$ cat src/rtl/fcmb_pkg.sv
// Package: shared types, constants and helpers for the frame count / MSF BCD converter.
`timescale 1ns / 1ps

package fcmb_pkg;

  typedef enum logic {
    CMD_ENCODE = 1'b0,
    CMD_DECODE = 1'b1
  } cmd_e;

  localparam int unsigned FRAME_COUNT_W   = 20;
  localparam int unsigned DECODED_COUNT_W = 21;
  localparam int unsigned BCD_W           = 8;

  localparam int unsigned LEAD_IN_BIAS    = 150;
  localparam int unsigned FRAMES_PER_SEC  = 75;
  localparam int unsigned SECS_PER_MIN    = 60;

  // Reciprocals for exact division of the narrow values used here.
  localparam logic [31:0] RECIP_75 = 32'h1B4E81B5;
  localparam int unsigned SHIFT_75 = 35;
  localparam logic [31:0] RECIP_60 = 32'h88888889;
  localparam int unsigned SHIFT_60 = 37;
  localparam logic [31:0] RECIP_10 = 32'h66666667;
  localparam int unsigned SHIFT_10 = 34;

  typedef logic signed [FRAME_COUNT_W-1:0]   frame_count_t;
  typedef logic signed [DECODED_COUNT_W-1:0] decoded_count_t;
  typedef logic        [BCD_W-1:0]           bcd_t;

  // Packed byte read as high nibble * 10 + low nibble, nibbles at face value.
  function automatic logic [7:0] unpack_bcd(input bcd_t b);
    logic [7:0] hi;
    logic [7:0] lo;
    hi = {4'b0000, b[7:4]};
    lo = {4'b0000, b[3:0]};
    return 8'((hi << 3) + (hi << 1) + lo);
  endfunction

endpackage

$ cat src/rtl/fcmb_in_if.sv
// Interface: input item channel of the converter.
`timescale 1ns / 1ps

interface fcmb_in_if;
  logic                  valid;
  logic                  ready;
  fcmb_pkg::cmd_e        command;
  fcmb_pkg::frame_count_t frame_count;
  fcmb_pkg::bcd_t        minute_bcd_in;
  fcmb_pkg::bcd_t        second_bcd_in;
  fcmb_pkg::bcd_t        frame_bcd_in;

  modport source (
    output valid, command, frame_count, minute_bcd_in, second_bcd_in, frame_bcd_in,
    input  ready
  );
  modport sink (
    input  valid, command, frame_count, minute_bcd_in, second_bcd_in, frame_bcd_in,
    output ready
  );
endinterface

$ cat src/rtl/fcmb_out_if.sv
// Interface: result item channel of the converter.
`timescale 1ns / 1ps

interface fcmb_out_if;
  logic                     valid;
  logic                     ready;
  fcmb_pkg::decoded_count_t decoded_count;
  fcmb_pkg::bcd_t           minute_bcd_out;
  fcmb_pkg::bcd_t           second_bcd_out;
  fcmb_pkg::bcd_t           frame_bcd_out;

  modport source (
    output valid, decoded_count, minute_bcd_out, second_bcd_out, frame_bcd_out,
    input  ready
  );
  modport sink (
    input  valid, decoded_count, minute_bcd_out, second_bcd_out, frame_bcd_out,
    output ready
  );
endinterface

$ cat src/rtl/frame_count_msf_bcd_convert_core.sv
// Top level: six-stage pipelined frame count <-> packed BCD MSF converter.
//
//   channel | dir | handshake    | payload
//   --------+-----+--------------+----------------------------------------------
//   in_i    | in  | valid/ready  | command, frame_count, minute/second/frame_bcd_in
//   out_o   | out | valid/ready  | decoded_count, minute/second/frame_bcd_out
//
// One item per cycle while out_o is not stalled; the constant-reciprocal multiplies
// (/75, /60, then /10 for each BCD digit) each have a register after them in the pipe.
// Each stage loads when it is empty or the stage after it moves, so bubbles collapse.
// Reset clears only the stage valid bits; payload registers carry no reset.
// A stalled output holds the whole occupied tail of the pipe without loss or repeat.
`timescale 1ns / 1ps

module frame_count_msf_bcd_convert_core (
  input  logic              clk_i,
  input  logic              rst_ni,
  fcmb_in_if.sink           in_i,
  fcmb_out_if.source        out_o
);

  localparam int unsigned NSTAGE = 6;
  localparam int unsigned XW     = 20;  // |count + bias|, at most 524437
  localparam int unsigned TSW    = 13;  // total seconds
  localparam int unsigned MINW   = 7;
  localparam int unsigned SECW   = 6;
  localparam int unsigned FRMW   = 7;
  localparam int unsigned TENW   = 4;
  localparam int unsigned DTW    = 14;  // decode: 60*min + sec

  // ---------------------------------------------------------------- handshake
  logic [NSTAGE-1:0] valid_q;
  logic [NSTAGE-1:0] valid_d;
  logic [NSTAGE-1:0] load;

  always_comb begin
    load[NSTAGE-1] = !valid_q[NSTAGE-1] || out_o.ready;
    for (int k = NSTAGE - 2; k >= 0; k--) begin
      load[k] = !valid_q[k] || load[k+1];
    end
    valid_d = valid_q;
    if (load[0]) begin
      valid_d[0] = in_i.valid;
    end
    for (int k = 1; k < NSTAGE; k++) begin
      if (load[k]) begin
        valid_d[k] = valid_q[k-1];
      end
    end
  end

  always_ff @(posedge clk_i or negedge rst_ni) begin
    if (!rst_ni) begin
      valid_q <= '0;
    end else begin
      valid_q <= valid_d;
    end
  end

  assign in_i.ready  = load[0];
  assign out_o.valid = valid_q[NSTAGE-1];

  // ---------------------------------------------------------------- stage 1
  // Bias, take magnitude; unpack the BCD bytes.
  logic signed [XW:0] s1_x;
  logic [XW:0]        s1_xneg;
  logic [XW-1:0]      s1_xabs_d;
  logic               s1_neg_d;

  fcmb_pkg::cmd_e s1_cmd_q;
  logic [XW-1:0]  s1_xabs_q;
  logic           s1_neg_q;
  logic [7:0]     s1_min_q, s1_sec_q, s1_frm_q;

  always_comb begin
    s1_x      = {in_i.frame_count[XW-1], in_i.frame_count}
                + (XW+1)'(fcmb_pkg::LEAD_IN_BIAS);
    s1_xneg   = -s1_x;
    s1_neg_d  = s1_x[XW];
    s1_xabs_d = s1_neg_d ? s1_xneg[XW-1:0] : s1_x[XW-1:0];
  end

  always_ff @(posedge clk_i) begin
    if (load[0]) begin
      s1_cmd_q  <= in_i.command;
      s1_xabs_q <= s1_xabs_d;
      s1_neg_q  <= s1_neg_d;
      s1_min_q  <= fcmb_pkg::unpack_bcd(in_i.minute_bcd_in);
      s1_sec_q  <= fcmb_pkg::unpack_bcd(in_i.second_bcd_in);
      s1_frm_q  <= fcmb_pkg::unpack_bcd(in_i.frame_bcd_in);
    end
  end

  // ---------------------------------------------------------------- stage 2
  // Total seconds = |x| / 75; decode 60*min + sec.
  logic [XW+31:0] s2_p75;
  logic [TSW-1:0] s2_ts_d;
  logic [DTW-1:0] s2_dt_d;

  fcmb_pkg::cmd_e s2_cmd_q;
  logic [XW-1:0]  s2_xabs_q;
  logic           s2_neg_q;
  logic [TSW-1:0] s2_ts_q;
  logic [DTW-1:0] s2_dt_q;
  logic [7:0]     s2_frm_q;

  always_comb begin
    s2_p75  = (XW+32)'(s1_xabs_q) * (XW+32)'(fcmb_pkg::RECIP_75);
    s2_ts_d = s2_p75[fcmb_pkg::SHIFT_75 +: TSW];
    s2_dt_d = DTW'(s1_min_q) * DTW'(fcmb_pkg::SECS_PER_MIN) + DTW'(s1_sec_q);
  end

  always_ff @(posedge clk_i) begin
    if (load[1]) begin
      s2_cmd_q  <= s1_cmd_q;
      s2_xabs_q <= s1_xabs_q;
      s2_neg_q  <= s1_neg_q;
      s2_ts_q   <= s2_ts_d;
      s2_dt_q   <= s2_dt_d;
      s2_frm_q  <= s1_frm_q;
    end
  end

  // ---------------------------------------------------------------- stage 3
  // Minutes = ts / 60, frames = |x| - 75*ts; finish the decode sum.
  logic [TSW+31:0]                s3_p60;
  logic [MINW-1:0]                s3_min_d;
  logic [XW-1:0]                  s3_ts75;
  logic [XW-1:0]                  s3_frmw;
  logic [FRMW-1:0]                s3_frm_d;
  logic [fcmb_pkg::DECODED_COUNT_W-1:0] s3_val_d;

  fcmb_pkg::cmd_e           s3_cmd_q;
  logic                     s3_neg_q;
  logic [TSW-1:0]           s3_ts_q;
  logic [MINW-1:0]          s3_min_q;
  logic [FRMW-1:0]          s3_frm_q;
  fcmb_pkg::decoded_count_t s3_val_q;

  always_comb begin
    s3_p60   = (TSW+32)'(s2_ts_q) * (TSW+32)'(fcmb_pkg::RECIP_60);
    s3_min_d = s3_p60[fcmb_pkg::SHIFT_60 +: MINW];
    s3_ts75  = XW'(s2_ts_q) * XW'(fcmb_pkg::FRAMES_PER_SEC);
    s3_frmw  = s2_xabs_q - s3_ts75;
    s3_frm_d = s3_frmw[FRMW-1:0];
    s3_val_d = fcmb_pkg::DECODED_COUNT_W'(s2_dt_q)
               * fcmb_pkg::DECODED_COUNT_W'(fcmb_pkg::FRAMES_PER_SEC)
               + fcmb_pkg::DECODED_COUNT_W'(s2_frm_q)
               - fcmb_pkg::DECODED_COUNT_W'(fcmb_pkg::LEAD_IN_BIAS);
  end

  always_ff @(posedge clk_i) begin
    if (load[2]) begin
      s3_cmd_q <= s2_cmd_q;
      s3_neg_q <= s2_neg_q;
      s3_ts_q  <= s2_ts_q;
      s3_min_q <= s3_min_d;
      s3_frm_q <= s3_frm_d;
      s3_val_q <= s3_val_d;
    end
  end

  // ---------------------------------------------------------------- stage 4
  // Seconds = ts - 60*min; tens digits of minutes and frames.
  logic [TSW-1:0]   s4_secw;
  logic [SECW-1:0]  s4_sec_d;
  logic [MINW+31:0] s4_pmin;
  logic [FRMW+31:0] s4_pfrm;
  logic [TENW-1:0]  s4_min_ten_d, s4_frm_ten_d;

  fcmb_pkg::cmd_e           s4_cmd_q;
  logic                     s4_neg_q;
  logic [SECW-1:0]          s4_sec_q;
  logic [MINW-1:0]          s4_min_q;
  logic [FRMW-1:0]          s4_frm_q;
  logic [TENW-1:0]          s4_min_ten_q, s4_frm_ten_q;
  fcmb_pkg::decoded_count_t s4_val_q;

  always_comb begin
    s4_secw      = s3_ts_q - TSW'(s3_min_q) * TSW'(fcmb_pkg::SECS_PER_MIN);
    s4_sec_d     = s4_secw[SECW-1:0];
    s4_pmin      = (MINW+32)'(s3_min_q) * (MINW+32)'(fcmb_pkg::RECIP_10);
    s4_pfrm      = (FRMW+32)'(s3_frm_q) * (FRMW+32)'(fcmb_pkg::RECIP_10);
    s4_min_ten_d = s4_pmin[fcmb_pkg::SHIFT_10 +: TENW];
    s4_frm_ten_d = s4_pfrm[fcmb_pkg::SHIFT_10 +: TENW];
  end

  always_ff @(posedge clk_i) begin
    if (load[3]) begin
      s4_cmd_q     <= s3_cmd_q;
      s4_neg_q     <= s3_neg_q;
      s4_sec_q     <= s4_sec_d;
      s4_min_q     <= s3_min_q;
      s4_frm_q     <= s3_frm_q;
      s4_min_ten_q <= s4_min_ten_d;
      s4_frm_ten_q <= s4_frm_ten_d;
      s4_val_q     <= s3_val_q;
    end
  end

  // ---------------------------------------------------------------- stage 5
  // Pack minutes and frames; tens digit of seconds.
  logic [MINW-1:0]  s5_min_unit;
  logic [FRMW-1:0]  s5_frm_unit;
  logic [SECW+31:0] s5_psec;
  logic [TENW-1:0]  s5_sec_ten_d;

  fcmb_pkg::cmd_e           s5_cmd_q;
  logic                     s5_neg_q;
  logic [SECW-1:0]          s5_sec_q;
  logic [TENW-1:0]          s5_sec_ten_q;
  fcmb_pkg::bcd_t           s5_min_bcd_q, s5_frm_bcd_q;
  fcmb_pkg::decoded_count_t s5_val_q;

  always_comb begin
    s5_min_unit  = s4_min_q - MINW'(s4_min_ten_q) * MINW'(10);
    s5_frm_unit  = s4_frm_q - FRMW'(s4_frm_ten_q) * FRMW'(10);
    s5_psec      = (SECW+32)'(s4_sec_q) * (SECW+32)'(fcmb_pkg::RECIP_10);
    s5_sec_ten_d = s5_psec[fcmb_pkg::SHIFT_10 +: TENW];
  end

  always_ff @(posedge clk_i) begin
    if (load[4]) begin
      s5_cmd_q     <= s4_cmd_q;
      s5_neg_q     <= s4_neg_q;
      s5_sec_q     <= s4_sec_q;
      s5_sec_ten_q <= s5_sec_ten_d;
      s5_min_bcd_q <= {s4_min_ten_q, s5_min_unit[3:0]};
      s5_frm_bcd_q <= {s4_frm_ten_q, s5_frm_unit[3:0]};
      s5_val_q     <= s4_val_q;
    end
  end

  // ---------------------------------------------------------------- stage 6
  // Pack seconds, apply the sign of the biased count, zero the unused fields.
  logic [SECW-1:0]          s6_sec_unit;
  fcmb_pkg::bcd_t           s6_sec_bcd;
  fcmb_pkg::bcd_t           s6_min_d, s6_sec_d, s6_frm_d;
  fcmb_pkg::decoded_count_t s6_val_d;

  fcmb_pkg::decoded_count_t s6_val_q;
  fcmb_pkg::bcd_t           s6_min_q, s6_sec_q, s6_frm_q;

  always_comb begin
    s6_sec_unit = s5_sec_q - SECW'(s5_sec_ten_q) * SECW'(10);
    s6_sec_bcd  = {s5_sec_ten_q, s6_sec_unit[3:0]};
    s6_min_d    = s5_neg_q ? -s5_min_bcd_q : s5_min_bcd_q;
    s6_sec_d    = s5_neg_q ? -s6_sec_bcd   : s6_sec_bcd;
    s6_frm_d    = s5_neg_q ? -s5_frm_bcd_q : s5_frm_bcd_q;
    s6_val_d    = s5_val_q;
    case (s5_cmd_q)
      fcmb_pkg::CMD_DECODE: begin
        s6_min_d = '0;
        s6_sec_d = '0;
        s6_frm_d = '0;
      end
      default: begin
        s6_val_d = '0;
      end
    endcase
  end

  always_ff @(posedge clk_i) begin
    if (load[5]) begin
      s6_val_q <= s6_val_d;
      s6_min_q <= s6_min_d;
      s6_sec_q <= s6_sec_d;
      s6_frm_q <= s6_frm_d;
    end
  end

  assign out_o.decoded_count  = s6_val_q;
  assign out_o.minute_bcd_out = s6_min_q;
  assign out_o.second_bcd_out = s6_sec_q;
  assign out_o.frame_bcd_out  = s6_frm_q;

endmodule

$ cat src/flat_wrapper.sv
// flat-port wrapper written by rule: the top's interface ports become plain ports
module frame_count_msf_bcd_convert_core_flat 
  (clk_i, rst_ni, in_i_valid, in_i_command, in_i_frame_count, in_i_minute_bcd_in, in_i_second_bcd_in, in_i_frame_bcd_in, in_i_ready, out_o_valid, out_o_decoded_count, out_o_minute_bcd_out, out_o_second_bcd_out, out_o_frame_bcd_out, out_o_ready);
  fcmb_in_if in_i_i ();
  fcmb_out_if out_o_i ();
  input  logic clk_i;
  input  logic rst_ni;
  input wire logic [$bits(in_i_i.valid)-1:0] in_i_valid;
  input wire logic [$bits(in_i_i.command)-1:0] in_i_command;
  input wire logic [$bits(in_i_i.frame_count)-1:0] in_i_frame_count;
  input wire logic [$bits(in_i_i.minute_bcd_in)-1:0] in_i_minute_bcd_in;
  input wire logic [$bits(in_i_i.second_bcd_in)-1:0] in_i_second_bcd_in;
  input wire logic [$bits(in_i_i.frame_bcd_in)-1:0] in_i_frame_bcd_in;
  output wire logic [$bits(in_i_i.ready)-1:0] in_i_ready;
  output wire logic [$bits(out_o_i.valid)-1:0] out_o_valid;
  output wire logic [$bits(out_o_i.decoded_count)-1:0] out_o_decoded_count;
  output wire logic [$bits(out_o_i.minute_bcd_out)-1:0] out_o_minute_bcd_out;
  output wire logic [$bits(out_o_i.second_bcd_out)-1:0] out_o_second_bcd_out;
  output wire logic [$bits(out_o_i.frame_bcd_out)-1:0] out_o_frame_bcd_out;
  input wire logic [$bits(out_o_i.ready)-1:0] out_o_ready;
  assign in_i_i.valid = in_i_valid;
  assign in_i_i.command = in_i_command;
  assign in_i_i.frame_count = in_i_frame_count;
  assign in_i_i.minute_bcd_in = in_i_minute_bcd_in;
  assign in_i_i.second_bcd_in = in_i_second_bcd_in;
  assign in_i_i.frame_bcd_in = in_i_frame_bcd_in;
  assign in_i_ready = in_i_i.ready;
  assign out_o_valid = out_o_i.valid;
  assign out_o_decoded_count = out_o_i.decoded_count;
  assign out_o_minute_bcd_out = out_o_i.minute_bcd_out;
  assign out_o_second_bcd_out = out_o_i.second_bcd_out;
  assign out_o_frame_bcd_out = out_o_i.frame_bcd_out;
  assign out_o_i.ready = out_o_ready;
  frame_count_msf_bcd_convert_core u_core (.clk_i(clk_i), .rst_ni(rst_ni), .in_i(in_i_i), .out_o(out_o_i));
endmodule
$ cat config.mk
export PLATFORM = sky130hd
export DESIGN_NAME = frame_count_msf_bcd_convert_core_flat
export DESIGN_NICKNAME = d
export VERILOG_FILES = /design/src/rtl/fcmb_pkg.sv /design/src/rtl/fcmb_in_if.sv /design/src/rtl/fcmb_out_if.sv /design/src/rtl/frame_count_msf_bcd_convert_core.sv /design/src/flat_wrapper.sv
export SDC_FILE = /design/constraint.sdc
export NUM_CORES = 1
export LEC_CHECK = 0
export ABC_CLOCK_PERIOD_IN_PS = 8000
export BUFFER_PORTS_ARGS = -buffer_cell sky130_fd_sc_hd__buf_2
export CAP_MARGIN = 25
export CORE_AREA = 10 10 235 237
export CTS_BUF_LIST = sky130_fd_sc_hd__clkbuf_8
export DETAILED_ROUTE_END_ITERATION = 10
export DIE_AREA = 0 0 245 247
export PLACE_DENSITY = 0.78
export SLEW_MARGIN = 10
export SYNTH_ARGS = -nofsm -noshare
export SYNTH_HDL_FRONTEND = slang
export SYNTH_SLANG_ARGS = --single-unit
$ cat constraint.sdc
create_clock -name clk_i -period 8 [get_ports clk_i]
set_input_delay 0.8 -clock clk_i [delete_from_list [all_inputs] [get_ports clk_i]]
set_output_delay 0.8 -clock clk_i [all_outputs]
set_load 0.02 [all_outputs]
==> impl_metrics.toml <==
[run_status]
result_of_the_run = "finished clean"

[cells_and_area]
fillerInstances = 4065
drive_gt1_share_pct = 7.87
design.final.nets = 3356
synthesis_to_finish_area_growth_pct = 8.51
insertedDiodeCount = 0
final_cells = 3184

[worst_setup_path]
timing_worst_setup_path_type = "flop to flop"
worst-endpoint-required_ps = 8370
timing.critical_path.arrival_ps = 7080
cp-start-kind = "flop"
critical_path.endpoint_type = "flop"
timing.critical_path.fanout_max = 8

[global_route]
first_global_vias = 18100
grt_first_pass_wirelength_um = 91500
pin_count_of_the_biggest_net_entering_global_routing = 49
grtUsageTotal_pct = 18.8
antenna_violations_before_repair = 0
globalRouteOverflowTotal = 0

[floorplan]
ios = 96
die_area_um2 = 60500
core_area_um2 = 50700
initial_core_util_pct = 54.2
die_outline_height_um = 247
die_x_um = 245
num_rows = 83

[clock_tree]
cts_inserted_buffers = 46
numClockSinks = 275
ctsResizeCount = 0
clock-root-buffer = "sky130_fd_sc_hd__clkbuf_8"
clock_transition_at_the_register_clock_pins_on_the_worst_setup_and_hold_paths_after_cts_ps = 60
cts_tree = "yes"
clock_insertion_delay_worst_skew_ps = 620
cts_max_path_buffers = 3
cts-htree-levels = 2

[drt]
avgViaCountPerCell = 5.22
routedWlPerCell_um = 17.4
antenna_left = 0
firstDrtPassIters = 5
detailroute.via_count = 16600
drcViolationCount = 0
detail_route.wirelength_um = 55500
detail_route.iter0.violations = 734

[sta]
min_period_over_period_pct = 83.9
report.final.hold_viol_count = 0
tightestPinTransition_ps = 807
maxSlewHeadroom_pct = 46.1
grt_setup_unrepaired = "false"
fmaxAchievable_ghz = 0.149
worst_clock_skew_ps = 52.0
period_minus_slack_ps = 6710
final-max-slew-violation-count = 0
finalSetupTns_ps = 0
finalSetupViolations = 0

[place]
dp.final_hpwl_um = 47200
gp_congestion = 0.966
post-place-cells = 3096
io_buffers = 95

[yosys]
synth-async-reset-ratio_pct = 2.18
syn-num-nets = 3217
synth.distinct_cells = 63
post_synth.cell_area_avg_um2 = 11.8
yosys_most_used_dff = "sky130_fd_sc_hd__edfxtp_1"
ys_ff_latch = 275
synth-edff-count = 269
seq_area_frac_synth_pct = 29.9
synth.cell_area_um2 = 27500
post_synth_inst_count = 2328
synth-warning-count = 0

[flow_run]
count_of_max_cap_constraint_violations = 0

[worst_hold_path]
timing.hold.worst.class = "input port to flop"
-- metal layers --
| metal | global-route usage (%) | wire length [um] | vias up | share of wire (%) |
|---|---|---|---|---|
| met5 | 0 | 0 | - | 0 |
| met2 | 33.3 | 27900 | 320 | 50 |
| li1 | - | - | 8070 | - |
| met1 | 23.2 | 23600 | 8147 | 43 |
| met3 | 2.65 | 2230 | 95 | 4.0 |
| met4 | 6.59 | 1750 | 0 | 3.1 |
-- worst max-delay path, stage by stage (launching register included) --
cell and delay, ps:
sky130_fd_sc_hd__edfxtp_1 670, sky130_fd_sc_hd__ha_1 530, sky130_fd_sc_hd__inv_1 90, sky130_fd_sc_hd__fa_1 360
sky130_fd_sc_hd__inv_1 120, sky130_fd_sc_hd__fa_1 420, sky130_fd_sc_hd__inv_1 80, sky130_fd_sc_hd__fa_1 440
sky130_fd_sc_hd__fa_1 520, sky130_fd_sc_hd__fa_1 540, sky130_fd_sc_hd__inv_1 60, sky130_fd_sc_hd__fa_1 460
sky130_fd_sc_hd__ha_1 330, sky130_fd_sc_hd__and4_1 230, sky130_fd_sc_hd__o2bb2ai_1 200, sky130_fd_sc_hd__o21ai_0 170
sky130_fd_sc_hd__nand4_1 130, sky130_fd_sc_hd__o2111ai_1 260, sky130_fd_sc_hd__a31oi_1 200, sky130_fd_sc_hd__or4_1 490
sky130_fd_sc_hd__nand2_1 80, sky130_fd_sc_hd__xnor2_1 60
-- registers in the layout (all words and copies together), names as in the netlist, 8 cells and up --
| register | flops |
|---|---|
| u_core.out_o.minute_bcd_out | 8 |
| u_core.s1_sec_q | 8 |
| u_core.s2_dt_q | 14 |
| u_core.s2_frm_q | 8 |
| u_core.s1_frm_q | 8 |
| u_core.out_o.decoded_count | 21 |
| u_core.s5_min_bcd_q | 8 |
| u_core.s5_val_q | 21 |
| u_core.out_o.frame_bcd_out | 8 |
| u_core.s2_ts_q | 13 |
| u_core.s3_val_q | 21 |
| u_core.s1_xabs_q | 20 |
| u_core.s1_min_q | 8 |
| u_core.s5_frm_bcd_q | 8 |
| u_core.out_o.second_bcd_out | 8 |
| u_core.s4_val_q | 21 |
-- logic make-up after synthesis --
| logic type | share of synthesized area, % |
|---|---|
| AO/OA/AOI/OAI | 6.14 |
| XOR/XNOR | 5.00 |
| adder cells (fa/ha/maj) | 46.5 |
| buffers and inverters | 6.99 |
| flip-flops | 29.9 |
| multiplexers | 0.191 |
| AND/OR/NAND/NOR | 5.23 |
-- path summary, 6_finish.rpt --
kind / startpoint / endpoint / slack (ps) / depth (start not counted)
max: u_core.s1_xabs_q[6] / u_core.s2_ts_q[12] / 1290 / 21
max reg2reg: u_core.s1_xabs_q[6] / u_core.s2_ts_q[12] / 1290 / 21
max in group asynchronous: rst_ni / u_core.valid_q[4] / 7250 / 2
min reg2reg: u_core.s1_frm_q[4] / u_core.s2_frm_q[4] / 380 / 0
min: in_i_frame_count[0] / u_core.s1_xabs_q[0] / 370 / 1
min in group asynchronous: rst_ni / u_core.valid_q[1] / 550 / 2
-- final cells by class --
type                            instances  area (um2)  area share, %
Clock buffer                           47         647           2.17
Clock inverter                         38         289          0.969
Inverter                              499        1870           6.28
Multi-Input combinational cell       1542       17300           58.2
Sequential cell                       275        8230           27.6
Tap cell                              680         851           2.85
Timing Repair Buffer                  103         586           1.96
-- synthesized netlist by cell type, drive strengths merged, types with 22 or more instances --
master,instances,area (um2)
xnor2,105,920
a21o,40,300
ha,538,6730
nor3,23,115
nand3,22,110
nand2,54,203
o21ai,41,209
fa,302,6050
nor2,68,255
edfxtp,269,8080
a21oi,77,389
xor2,52,455
inv,499,1870
and2,30,190
-- timing repair --
item	4_1_cts	5_1_grt
hold buffers	1	0
setup buffers	0	0
hold endpoints to repair	4	0
-- placed cells by master, fill, tap and decap left out, drive strengths merged, types with 15 or more instances in the layout --
cell type and count:
ha 538, inv 509, fa 302, edfxtp 269, xnor2 105, buf 102
a21oi 77, nor2 68, nand2 54, xor2 52, clkbuf 47, o21ai 41
a21o 40, and2 30, nor3 23, nand3 22, clkinv 22, o21a 19
nor2b 17, a31oi 15
-- metrics by stage --
| step | utilization (%) | setup WS, ps | hold slack [ps] | cell area, um2 |
|---|---|---|---|---|
| 2_1_floorplan | - | 1840 | 400 | 27500 |
| 3_3_place_gp | 56.8 | 1400 | 402 | 28800 |
| 3_5_place_dp | 56.9 | 1290 | 405 | 28800 |
| 4_1_cts | 58.7 | 1290 | 319 | 29800 |
| 5_1_grt | 58.8 | 910 | 341 | 29800 |
| 6_report | 58.8 | 1290 | 371 | 29800 |
Power is not shown: default switching activity piles up to over one toggle a cycle in this logic, so the estimate is an artifact.
